<file path="src/hdl/idf2_pkg.sv">
package idf2_pkg;

    // Filter configuration
    localparam int ORDER          = 2;
    localparam int COEF_FRAC_BITS = 14;

    // Field widths
    localparam int SAMPLE_W = 16;
    localparam int COEF_W   = 18;
    localparam int DELAY_W  = 32;
    localparam int PDATA_W  = 32;

    localparam int NUM_COEFS = 2 * ORDER + 1;
    localparam int PADDR_W   = $clog2(4 * NUM_COEFS);
    localparam int IDX_W     = PADDR_W - 2;
    localparam int DSEL_W    = $clog2(ORDER + 1);
    localparam int PROD_W    = COEF_W + DELAY_W;
    localparam int ACC_W     = PROD_W + $clog2(ORDER + 1) + 1;

    // Microprogram layout
    localparam int FF_BASE   = ORDER + 3;           // first feedforward fetch
    localparam int LAST_STEP = FF_BASE + ORDER + 3; // output step
    localparam int STEPS     = LAST_STEP + 1;
    localparam int STEP_W    = $clog2(STEPS);

    localparam logic signed [COEF_W-1:0] COEF_ONE = COEF_W'(1) <<< COEF_FRAC_BITS;

    localparam logic signed [ACC_W-1:0] ACC_HALF = ACC_W'(1) <<< (COEF_FRAC_BITS - 1);
    localparam logic signed [ACC_W-1:0] W_MAX    = (ACC_W'(1) <<< (DELAY_W - 1)) - ACC_W'(1);
    localparam logic signed [ACC_W-1:0] W_MIN    = -(ACC_W'(1) <<< (DELAY_W - 1));
    localparam logic signed [ACC_W-1:0] Y_MAX    = (ACC_W'(1) <<< (SAMPLE_W - 1)) - ACC_W'(1);
    localparam logic signed [ACC_W-1:0] Y_MIN    = -(ACC_W'(1) <<< (SAMPLE_W - 1));

    typedef enum logic [1:0] {
        ACC_HOLD = 2'd0,
        ACC_SUB  = 2'd1,
        ACC_LOAD = 2'd2,
        ACC_ADD  = 2'd3
    } acc_op_t;

    typedef enum logic [1:0] {
        SEQ_NEXT     = 2'd0,
        SEQ_WAIT_IN  = 2'd1,
        SEQ_WAIT_OUT = 2'd2
    } seq_cond_t;

    typedef struct packed {
        logic [IDX_W-1:0]  coef_sel;
        logic [DSEL_W-1:0] data_sel;   // 0: w0, k: delay tap k
        logic              mul_en;
        acc_op_t           acc_op;
        logic              w0_load;
        seq_cond_t         cond;
    } ctrl_t;

    // Program ROM: one control word per step.
    // Fetch, multiply and accumulate run in successive steps.
    function automatic ctrl_t prog_word(input logic [STEP_W-1:0] step);
        int unsigned s;
        ctrl_t       c;
        s          = step;
        c.coef_sel = '0;
        c.data_sel = '0;
        c.mul_en   = 1'b0;
        c.acc_op   = ACC_HOLD;
        c.w0_load  = 1'b0;
        c.cond     = SEQ_NEXT;
        // feedback: acc = x<<F - sum a_k*w_k
        if (s < ORDER)
        begin
            c.coef_sel = IDX_W'(ORDER + 1 + s);
            c.data_sel = DSEL_W'(s + 1);
        end
        if (s >= 1 && s <= ORDER)
            c.mul_en = 1'b1;
        if (s >= 2 && s <= ORDER + 1)
            c.acc_op = ACC_SUB;
        if (s == ORDER + 2)
            c.w0_load = 1'b1;
        // feedforward: acc = b0*w0 + sum b_k*w_k
        if (s >= FF_BASE && s <= FF_BASE + ORDER)
        begin
            c.coef_sel = IDX_W'(s - FF_BASE);
            c.data_sel = DSEL_W'(s - FF_BASE);
        end
        if (s >= FF_BASE + 1 && s <= FF_BASE + ORDER + 1)
            c.mul_en = 1'b1;
        if (s == FF_BASE + 2)
            c.acc_op = ACC_LOAD;
        if (s >= FF_BASE + 3 && s <= FF_BASE + ORDER + 2)
            c.acc_op = ACC_ADD;
        if (s == 0)
            c.cond = SEQ_WAIT_IN;
        if (s == LAST_STEP)
            c.cond = SEQ_WAIT_OUT;
        return c;
    endfunction

    // Round half up by F bits, then clamp to [lo, hi].
    function automatic logic signed [ACC_W-1:0] sat_round(
        input logic signed [ACC_W-1:0] a,
        input logic signed [ACC_W-1:0] lo,
        input logic signed [ACC_W-1:0] hi
    );
        logic signed [ACC_W-1:0] r;
        r = (a + ACC_HALF) >>> COEF_FRAC_BITS;
        if (r < lo)
            return lo;
        if (r > hi)
            return hi;
        return r;
    endfunction

endpackage

</file>
<file path="src/hdl/idf2_mac.sv">
module idf2_mac (
    input  logic                                 clk,
    input  logic                                 mul_en,
    input  idf2_pkg::acc_op_t                    acc_op,
    input  logic                                 acc_init,
    input  logic signed [idf2_pkg::SAMPLE_W-1:0] sample,
    input  logic signed [idf2_pkg::COEF_W-1:0]   coef_q,
    input  logic signed [idf2_pkg::DELAY_W-1:0]  data_q,
    output logic signed [idf2_pkg::ACC_W-1:0]    acc
);
    import idf2_pkg::*;

    logic signed [PROD_W-1:0] prod_reg, prod_next;
    logic signed [ACC_W-1:0]  acc_reg, acc_next;
    logic signed [ACC_W-1:0]  prod_ext;

    assign prod_next = coef_q * data_q;
    assign prod_ext  = ACC_W'(prod_reg);

    always_comb
    begin
        acc_next = acc_reg;
        if (acc_init)
            acc_next = ACC_W'(sample) <<< COEF_FRAC_BITS;
        else
        begin
            unique case (acc_op)
                ACC_HOLD: acc_next = acc_reg;
                ACC_SUB:  acc_next = acc_reg - prod_ext;
                ACC_LOAD: acc_next = prod_ext;
                ACC_ADD:  acc_next = acc_reg + prod_ext;
                default:  acc_next = acc_reg;
            endcase
        end
    end

    always_ff @(posedge clk)
    begin
        if (mul_en)
            prod_reg <= prod_next;
        acc_reg <= acc_next;
    end

    assign acc = acc_reg;

endmodule

</file>
<file path="src/hdl/iir_direct_form_two.sv">
// Direct form II IIR filter, one signed 16-bit sample per transaction.
//
// Input channel: audio_sample with in_valid/in_ready. in_ready is high only
// while the sequencer sits in its wait step; one sample is worked at a time.
// Output channel: filtered_sample with out_valid/out_ready, held in an output
// register until taken.
// Coefficients (b0..bN, a1..aN, Q3.14, 18 bits) are written over the APB
// port at byte address 4*i; pready is tied high, reads return the value
// sign-extended to 32 bits. Write them only while the filter is idle.
//
// The microprogram walks the single shared 18x32 multiplier through all
// 2*ORDER+1 products, plus fetch, rounding and output steps; a new sample
// is taken only after the previous result has left the output step.
// If the receiver stalls, the sequencer parks in its output step and no new
// sample is taken until the waiting result has been moved.
// Reset: coefficients go to b0 = 1.0 and all others 0 (pass-through), the
// delay line clears, the sequencer returns to its wait step.
module iir_direct_form_two (
    input  logic                                 clk,
    input  logic                                 rst_n,
    input  logic                                 psel,
    input  logic                                 penable,
    input  logic                                 pwrite,
    input  logic [idf2_pkg::PADDR_W-1:0]         paddr,
    input  logic [idf2_pkg::PDATA_W-1:0]         pwdata,
    output logic [idf2_pkg::PDATA_W-1:0]         prdata,
    output logic                                 pready,
    input  logic signed [idf2_pkg::SAMPLE_W-1:0] audio_sample,
    input  logic                                 in_valid,
    output logic                                 in_ready,
    output logic signed [idf2_pkg::SAMPLE_W-1:0] filtered_sample,
    output logic                                 out_valid,
    input  logic                                 out_ready
);
    import idf2_pkg::*;

    // Sequencer
    logic [STEP_W-1:0] step_reg, step_next;
    ctrl_t             ctrl;

    // Coefficient store, operand registers
    logic signed [COEF_W-1:0]  coef_mem [NUM_COEFS];
    logic signed [COEF_W-1:0]  coef_q_reg;
    logic signed [DELAY_W-1:0] data_q_reg, data_q_next;
    logic [PDATA_W-1:0]        prdata_reg;
    logic [IDX_W-1:0]          cfg_idx;
    logic                      cfg_in_range;
    logic                      cfg_wr;

    // Delay line and w0
    logic signed [DELAY_W-1:0] delay_reg [ORDER];
    logic signed [DELAY_W-1:0] w0_reg;

    // Accumulator results
    logic signed [ACC_W-1:0]    acc;
    logic signed [ACC_W-1:0]    w0_full, y_full;
    logic                       in_take;
    logic                       out_write;

    // Output register
    logic                       out_valid_reg, out_valid_next;
    logic signed [SAMPLE_W-1:0] filtered_sample_reg;

    assign ctrl      = prog_word(step_reg);
    assign in_take   = in_valid && in_ready;
    assign in_ready  = (ctrl.cond == SEQ_WAIT_IN);
    assign out_write = (ctrl.cond == SEQ_WAIT_OUT) && (!out_valid_reg || out_ready);

    always_comb
    begin
        step_next = step_reg;
        unique case (ctrl.cond)
            SEQ_NEXT:     step_next = step_reg + STEP_W'(1);
            SEQ_WAIT_IN:  step_next = in_valid ? step_reg + STEP_W'(1) : step_reg;
            SEQ_WAIT_OUT: step_next = out_write ? '0 : step_reg;
            default:      step_next = '0;
        endcase
    end

    always_ff @(posedge clk or negedge rst_n)
    begin
        if (!rst_n)
            step_reg <= '0;
        else
            step_reg <= step_next;
    end

    // APB register file
    assign cfg_idx      = paddr[PADDR_W-1:2];
    assign cfg_in_range = ({1'b0, cfg_idx} < (IDX_W + 1)'(NUM_COEFS));
    assign cfg_wr       = psel && penable && pwrite && cfg_in_range;
    assign pready       = 1'b1;
    assign prdata       = prdata_reg;

    always_ff @(posedge clk or negedge rst_n)
    begin
        if (!rst_n)
        begin
            for (int i = 0; i < NUM_COEFS; i++)
                coef_mem[i] <= (i == 0) ? COEF_ONE : '0;
        end
        else if (cfg_wr)
            coef_mem[cfg_idx] <= pwdata[COEF_W-1:0];
    end

    // prdata is fetched in the setup cycle, valid in the access cycle
    always_ff @(posedge clk)
    begin
        if (cfg_in_range)
            prdata_reg <= PDATA_W'(coef_mem[cfg_idx]);
        else
            prdata_reg <= '0;
        coef_q_reg <= coef_mem[ctrl.coef_sel];
        data_q_reg <= data_q_next;
    end

    always_comb
    begin
        data_q_next = w0_reg;
        for (int k = 0; k < ORDER; k++)
        begin
            if (ctrl.data_sel == DSEL_W'(k + 1))
                data_q_next = delay_reg[k];
        end
    end

    idf2_mac u_mac (
        .clk      (clk),
        .mul_en   (ctrl.mul_en),
        .acc_op   (ctrl.acc_op),
        .acc_init (in_take),
        .sample   (audio_sample),
        .coef_q   (coef_q_reg),
        .data_q   (data_q_reg),
        .acc      (acc)
    );

    assign w0_full = sat_round(acc, W_MIN, W_MAX);
    assign y_full  = sat_round(acc, Y_MIN, Y_MAX);

    always_ff @(posedge clk)
    begin
        if (ctrl.w0_load)
            w0_reg <= w0_full[DELAY_W-1:0];
        if (out_write)
            filtered_sample_reg <= y_full[SAMPLE_W-1:0];
    end

    // Delay line shifts once the output has been formed
    always_ff @(posedge clk or negedge rst_n)
    begin
        if (!rst_n)
        begin
            for (int k = 0; k < ORDER; k++)
                delay_reg[k] <= '0;
        end
        else if (out_write)
        begin
            for (int k = ORDER - 1; k > 0; k--)
                delay_reg[k] <= delay_reg[k-1];
            delay_reg[0] <= w0_reg;
        end
    end

    always_comb
    begin
        out_valid_next = out_valid_reg;
        if (out_write)
            out_valid_next = 1'b1;
        else if (out_ready)
            out_valid_next = 1'b0;
    end

    always_ff @(posedge clk or negedge rst_n)
    begin
        if (!rst_n)
            out_valid_reg <= 1'b0;
        else
            out_valid_reg <= out_valid_next;
    end

    assign out_valid       = out_valid_reg;
    assign filtered_sample = filtered_sample_reg;

endmodule
</file>
<file path="config.mk">
export PLATFORM = sky130hd
export DESIGN_NAME = iir_direct_form_two
export DESIGN_NICKNAME = d
export VERILOG_FILES = /design/src/hdl/idf2_pkg.sv /design/src/hdl/idf2_mac.sv /design/src/hdl/iir_direct_form_two.sv
export SDC_FILE = /design/constraint.sdc
export NUM_CORES = 2
export LEC_CHECK = 0
export ABC_CLOCK_PERIOD_IN_PS = 7800
export BUFFER_PORTS_ARGS = -buffer_cell sky130_fd_sc_hd__buf_2
export CAP_MARGIN = 25
export CORE_MARGIN = 3
export CORE_UTILIZATION = 30
export DETAILED_ROUTE_END_ITERATION = 8
export SKIP_LAST_GASP = 1
export SLEW_MARGIN = 20
export SYNTH_ARGS = -nofsm -noshare
export SYNTH_HDL_FRONTEND = slang
export SYNTH_SLANG_ARGS = --single-unit
</file>
<file path="constraint.sdc">
create_clock -name clk -period 7.8 [get_ports clk]
set_input_delay 0.78 -clock clk [delete_from_list [all_inputs] [get_ports clk]]
set_output_delay 0.78 -clock clk [all_outputs]
set_load 0.05 [all_outputs]
</file>
; ---- Yosys cells after proc, flatten, opt, wreduce, memory -nomap -nowiden
; Index checks and enable logic that the tools add are counted.
[word_totals]
output_inout_bits = 51
reg_bits = 378
word_cells = 119
inputBits = 60
[op_classes]
n_bitwise = 2
n_reduce_logical = 18
multipliers = 1
n_addsub = 7
n_mux = 42
n_eq_ne = 13
order_cmp = 19
[op_table]
columns = operator, n
row1 = 32-bit 2-to-1 mux, 6
row2 = 53-bit one-hot mux with 3 select lines, 1
row3 = 18-bit binary-select mux with 3-bit select, 2
row4 = 90-bit bitwise mux, 1
row5 = 18-bit 2-to-1 mux, 5
row6 = 16-bit 2-to-1 mux, 4
row7 = 18-bit demux with 3-bit select, 1
row8 = 53-bit by 15-bit adder with 53-bit output (second input constant), 1
row9 = 53-bit by 50-bit adder with 53-bit output, 1
row10 = 53-bit 2-to-1 mux, 1
row11 = 53-bit by 50-bit subtractor with 53-bit output, 1
row12 = 18-bit by 32-bit multiplier with 50-bit output, 1
row13 = 39-bit by 16-bit > comparator with 1-bit output (second input constant), 1
row14 = 39-bit by 32-bit > comparator with 1-bit output (second input constant), 1
row15 = 39-bit by 16-bit < comparator with 1-bit output (second input constant), 1
row16 = 39-bit by 32-bit < comparator with 1-bit output (second input constant), 1
row17 = 1-bit 2-to-1 mux, 13
row18 = 4-bit >= comparator (second input constant), 3
row19 = 4-bit one-hot mux with 3 select lines, 1
row20 = 1-bit logical AND, 11
row21 = 5-bit 2-to-1 mux, 2
row22 = 2-bit equality test (second input constant), 4
row23 = 4-bit by 3-bit equality test with 1-bit output (second input constant), 2
row24 = 4-bit by 3-bit >= comparator with 1-bit output (second input constant), 2
row25 = other kinds (24), 35

; ---- Logic depth before layout (Yosys ltp)
[logic_depth]
ltp_word = 8
ltp_mapped = 27
depth_no_buf = 25

; ---- By module
; A second synthesis with hierarchy kept.
[hier_totals]
cells_unflattened = 4218
hier_area_um2 = 40515.1
[modules_own_cells]
columns = mod, area_per_inst_um2, instances, seq_area_each_um2, cells_each
row1 = idf2_mac, 27961.8, 1, 2952.8, 3159
row2 = iir_direct_form_two, 12553.3, 1, 6782.8, 1059

; ---- Worst setup path after synthesis
; OpenSTA, ideal clock, no wires.
[synth_path]
path_type = reg-to-reg
start = register coef_q_reg[17]
end = register u_mac.prod_reg[49] (data pin)
setup_slack_ns = 1.148
required_ns = 7.593
t_arrival_ns = 6.445
setup_ns = 0.207
period_less_slack_ns = 6.652
path_buffers = 1
path_stages_with_launch = 23
cell_sequence = dfxtp_1 inv_2 buf_1 nor2_1 fa_1 fa_1 fa_1 fa_1 fa_1 inv_1 fa_1 inv_1 ha_1 nand2_1 nor2_1 o211a_1 or3b_1 o31ai_1 a2111oi_0 a41o_1 a21o_1 mux2i_1 a2111oi_0
[synth_between]
elab_chain_cells = 1
[synth_rtl]
columns = element, line_no
row1 = start: declaration, iir_direct_form_two.sv:43  ; logic signed [COEF_W-1:0] coef_q_reg;
row2 = start signal: assignment, iir_direct_form_two.sv:113  ; coef_q_reg <= coef_mem[ctrl.coef_sel];
row3 = 18-bit by 32-bit multiplier with 50-bit output, idf2_mac.sv:17  ; assign prod_next = coef_q * data_q;
row4 = via u_mac.prod_next[49], idf2_mac.sv:13  ; logic signed [PROD_W-1:0] prod_reg, prod_next;
row5 = end signal: assignment, idf2_mac.sv:40  ; prod_reg <= prod_next;
row6 = end: declaration, idf2_mac.sv:13
; The timed path passes the listed nets, and every way through them passes these cells.
; A chain may end at the register's enable or synchronous reset.

; ---- Final worst setup path
[layout_path]
start = register coef_q_reg[1]
end = register u_mac.prod_reg[49] (data pin)
; Same word-level chain as after synthesis.

==> impl_metrics.xml <==
<?xml version="1.0" encoding="UTF-8"?>
<metrics>
  <group name="critical_path">
    <metric name="r2r-end" unit="">u_mac.prod_reg[49]</metric>
    <metric name="crit_path_start_kind" unit="">flip-flop</metric>
    <metric name="timing.critical_path.fanout_max" unit="">16</metric>
    <metric name="worst-setup-path-type" unit="">reg -&gt; reg</metric>
    <metric name="worst_r2r_path_depth" unit="">23</metric>
    <metric name="r2r_start" unit="">coef_q_reg[1]</metric>
    <metric name="worstPathRequired" unit="ns">8.12</metric>
    <metric name="setup.reg_to_reg.worst_slack" unit="ns">0.42</metric>
    <metric name="end_kind" unit="">flip-flop</metric>
    <metric name="critical_path_arrival" unit="ns">7.70</metric>
  </group>
  <group name="final_layout">
    <metric name="flip_flop_count_of_the_largest_register_after_layout" unit="">90</metric>
    <metric name="post-route-util" unit="%">33.5</metric>
    <metric name="layout.cells.non_filler" unit="">6044</metric>
    <metric name="multiInputGateArea" unit="sq mm">0.0270</metric>
    <metric name="area_used_by_sequential_logic_in_the_layout" unit="sq mm">0.00974</metric>
    <metric name="fillcell_total" unit="">13577</metric>
    <metric name="drive_gt1_share" unit="%">11.3</metric>
    <metric name="syn2layout_area_growth" unit="%">10.3</metric>
    <metric name="nets" unit="">5051</metric>
  </group>
  <group name="die">
    <metric name="die-area" unit="sq mm">0.138</metric>
    <metric name="die_x" unit="um">372</metric>
    <metric name="std_cell_rows" unit="">133</metric>
    <metric name="area_of_the_core" unit="sq mm">0.132</metric>
    <metric name="initial_core_util" unit="%">30.4</metric>
    <metric name="design.portCount" unit="">111</metric>
    <metric name="die-height" unit="um">372</metric>
  </group>
  <group name="clock_network">
    <metric name="h_tree_levels" unit="">2</metric>
    <metric name="clock_path_buffers" unit="">3</metric>
    <metric name="clock_tree_from_tritoncts" unit="">yes</metric>
    <metric name="clk-insertion-delay-late" unit="ns">0.57</metric>
    <metric name="cts.clk_slew.worst_paths" unit="ns">0.06</metric>
    <metric name="cts-buffers-inserted" unit="">38</metric>
    <metric name="clock_sink_count" unit="">378</metric>
    <metric name="clock_tree.root_cell" unit="">sky130_fd_sc_hd__clkbuf_16</metric>
  </group>
  <group name="sta">
    <metric name="fin_worst_hold_slack" unit="ns">0.300</metric>
    <metric name="maxSlewHeadroom" unit="%">23.5</metric>
    <metric name="fin_crit" unit="ns">7.38</metric>
    <metric name="worst_slew_pin_slew" unit="ns">1.15</metric>
    <metric name="setup_total_negative_slack" unit="ns">0</metric>
    <metric name="grt_setup_unrepaired" unit="">false</metric>
    <metric name="slew_violations" unit="">0</metric>
    <metric name="final-hold-violation-count" unit="">0</metric>
    <metric name="fin_crit_sh" unit="%">94.6</metric>
    <metric name="fmaxAchievable" unit="MHz">136</metric>
    <metric name="setup_viol" unit="">0</metric>
    <metric name="worst_clock_skew" unit="ns">0.0272</metric>
  </group>
  <group name="place">
    <metric name="gpl.final_weighted_congestion" unit="">0.913</metric>
    <metric name="io_buffer_count" unit="">93</metric>
    <metric name="post-dp-hpwl" unit="um">84500</metric>
    <metric name="dpl.cell_count" unit="">5971</metric>
  </group>
  <group name="global_route">
    <metric name="grt_start_max_net_pins" unit="">97</metric>
    <metric name="first_global_vias" unit="">30596</metric>
    <metric name="gr-total-overflow" unit="">0</metric>
    <metric name="grt_pass1_wl" unit="um">177000</metric>
    <metric name="antenna_found_initial" unit="">4</metric>
    <metric name="globalRouteTotalUtil" unit="%">16.2</metric>
  </group>
  <group name="yosys">
    <metric name="syn-instance-count" unit="">4226</metric>
    <metric name="synthesis_stage_register_bit_count" unit="">378</metric>
    <metric name="synth_edf_count" unit="">137</metric>
    <metric name="ys.flop_type" unit="">sky130_fd_sc_hd__dfrtp_1</metric>
    <metric name="synth.net_count" unit="">5019</metric>
    <metric name="synthesis.area_per_instance" unit="sq um">9.51</metric>
    <metric name="async_flop_share" unit="%">42.1</metric>
    <metric name="post_synth_num_cell_types" unit="">90</metric>
    <metric name="ys.warnings.count" unit="">0</metric>
    <metric name="synth_sequential_area_ratio" unit="%">24.2</metric>
    <metric name="mappedNetlistArea" unit="sq mm">0.0402</metric>
  </group>
  <group name="detailed_routing">
    <metric name="via_per_inst" unit="">4.95</metric>
    <metric name="initialDrtViolationCount" unit="">2264</metric>
    <metric name="routedWlPerCell" unit="um">18.3</metric>
    <metric name="postRouteAntennaNets" unit="">0</metric>
    <metric name="detailed_routing_iteration_count_for_the_pre_antenna_repair_pass" unit="">7</metric>
    <metric name="finalWirelength" unit="um">111000</metric>
    <metric name="remaining_design_rule_violation_count" unit="">0</metric>
    <metric name="vias" unit="">29942</metric>
  </group>
  <group name="job">
    <metric name="max_cap_violations" unit="">0</metric>
  </group>
  <group name="run_status">
    <metric name="run_status" unit="">complete, no violations</metric>
  </group>
  <group name="min_path">
    <metric name="hold_path_class" unit="">in -&gt; async</metric>
  </group>
</metrics>
## stage by stage
step                      setup WS, ns  cell area, sq um
after floorplan                   1.15             40200
after global placement           0.455             43000
after detailed placement         0.359             43100
after CTS                        0.275             44300
after global routing            0.0550             44400
final                            0.420             44400
## repair_timing
| action | 4_1_cts | 5_1_grt |
|---|---|---|
| hold buffers | 0 | 0 |
| gates resized for setup | 0 | 6 |
| endpoints found under the setup margin | 0 | 1 |
| buffers inserted | 0 | 0 |
## how the worst max path moves through the flow
stage                         startpoint                  to  slack (ns)
after floorplan           coef_q_reg[17]  u_mac.prod_reg[49]        1.15
after global placement     data_q_reg[8]  u_mac.prod_reg[49]        0.45
after detailed placement   data_q_reg[7]  u_mac.prod_reg[49]        0.36
after CTS                  data_q_reg[7]  u_mac.prod_reg[49]        0.28
after global routing       coef_q_reg[1]  u_mac.prod_reg[49]        0.05
final                      coef_q_reg[1]  u_mac.prod_reg[49]        0.42
## final cells by class
cell class	instances	area share (%)
diodes	2	0.0113
clock buffers	52	2.39
clock inverters	17	0.451
inverters	684	5.79
multi-input cells	2943	61.0
flip-flops and latches	378	22.0
well taps	1755	4.95
repair buffers	213	3.49
## critical path: stages (launching register included)
cell and delay (ns):
sky130_fd_sc_hd__dfxtp_1 0.74, sky130_fd_sc_hd__buf_4 0.35, sky130_fd_sc_hd__and2_1 0.18, sky130_fd_sc_hd__fa_1 0.44, sky130_fd_sc_hd__fa_1 0.47, sky130_fd_sc_hd__ha_1 0.33
sky130_fd_sc_hd__fa_1 0.50, sky130_fd_sc_hd__inv_1 0.05, sky130_fd_sc_hd__fa_1 0.48, sky130_fd_sc_hd__fa_1 0.55, sky130_fd_sc_hd__inv_1 0.04, sky130_fd_sc_hd__ha_1 0.33
sky130_fd_sc_hd__o211a_1 0.14, sky130_fd_sc_hd__o31a_1 0.14, sky130_fd_sc_hd__o211a_1 0.23, sky130_fd_sc_hd__or3b_1 0.41, sky130_fd_sc_hd__o31ai_1 0.30, sky130_fd_sc_hd__buf_4 0.20
sky130_fd_sc_hd__a2111oi_0 0.09, sky130_fd_sc_hd__buf_4 0.16, sky130_fd_sc_hd__a41o_1 0.27, sky130_fd_sc_hd__a21o_1 0.22, sky130_fd_sc_hd__mux2i_1 0.12, sky130_fd_sc_hd__a2111oi_0 0.39
## metal layers
metal / track usage (%) / wire (um)
met1: 22.7 / 49400
met2: 25.7 / 50700
met3: 2.89 / 7650
met4: 4.53 / 3120
met5: 0 / 0
## logic make-up after synthesis
logic type / Yosys count / share of synthesized area, %
AO/OA/AOI/OAI: 655 / 10.2
XOR/XNOR: 171 / 3.79
adder cells (fa/ha/maj): 733 / 33.2
buffers and inverters: 905 / 8.64
flip-flops: 378 / 24.2
multiplexers: 213 / 6.06
other: 1 / 0.00933
AND/OR/NAND/NOR: 1170 / 13.9
## cell usage in the layout (no fill, tap or decap), types with 37 or more instances in the layout
cell type | Yosys | final
sky130_fd_sc_hd__inv_1 | 682 | 682
sky130_fd_sc_hd__fa_1 | 554 | 554
sky130_fd_sc_hd__nand2_1 | 529 | 527
sky130_fd_sc_hd__and2_1 | 228 | 228
sky130_fd_sc_hd__a21oi_1 | 193 | 193
sky130_fd_sc_hd__ha_1 | 179 | 179
sky130_fd_sc_hd__mux2_2 | 163 | 163
sky130_fd_sc_hd__nor2_1 | 164 | 161
sky130_fd_sc_hd__dfrtp_1 | 158 | 158
sky130_fd_sc_hd__o21ai_0 | 152 | 150
sky130_fd_sc_hd__edfxtp_1 | 137 | 137
sky130_fd_sc_hd__buf_4 | 15 | 106
sky130_fd_sc_hd__xnor2_1 | 102 | 102
sky130_fd_sc_hd__buf_2 | 11 | 92
sky130_fd_sc_hd__dfxtp_1 | 82 | 78
sky130_fd_sc_hd__a21o_1 | 77 | 77
sky130_fd_sc_hd__xor2_1 | 67 | 67
sky130_fd_sc_hd__nand3_1 | 56 | 56
sky130_fd_sc_hd__mux2i_1 | 42 | 42
sky130_fd_sc_hd__clkbuf_16 | 0 | 39
sky130_fd_sc_hd__a31oi_1 | 37 | 37
## synth_stat cells, drive strengths merged, types with 67 or more instances
library cell | count | area [sq um]
xnor2 | 104 | 937
dfxtp | 82 | 1640
dfrtp | 158 | 3950
xor2 | 67 | 587
o21ai | 157 | 790
clkbuf | 178 | 668
a21o | 77 | 578
nor2 | 164 | 616
nand2 | 529 | 1990
a21oi | 194 | 975
mux2 | 163 | 1840
inv | 684 | 2570
ha | 179 | 2240
fa | 554 | 11100
edfxtp | 137 | 4110
and2 | 228 | 1430
Power is not shown: default switching activity piles up to over one toggle a cycle in this logic, so the estimate is an artifact.
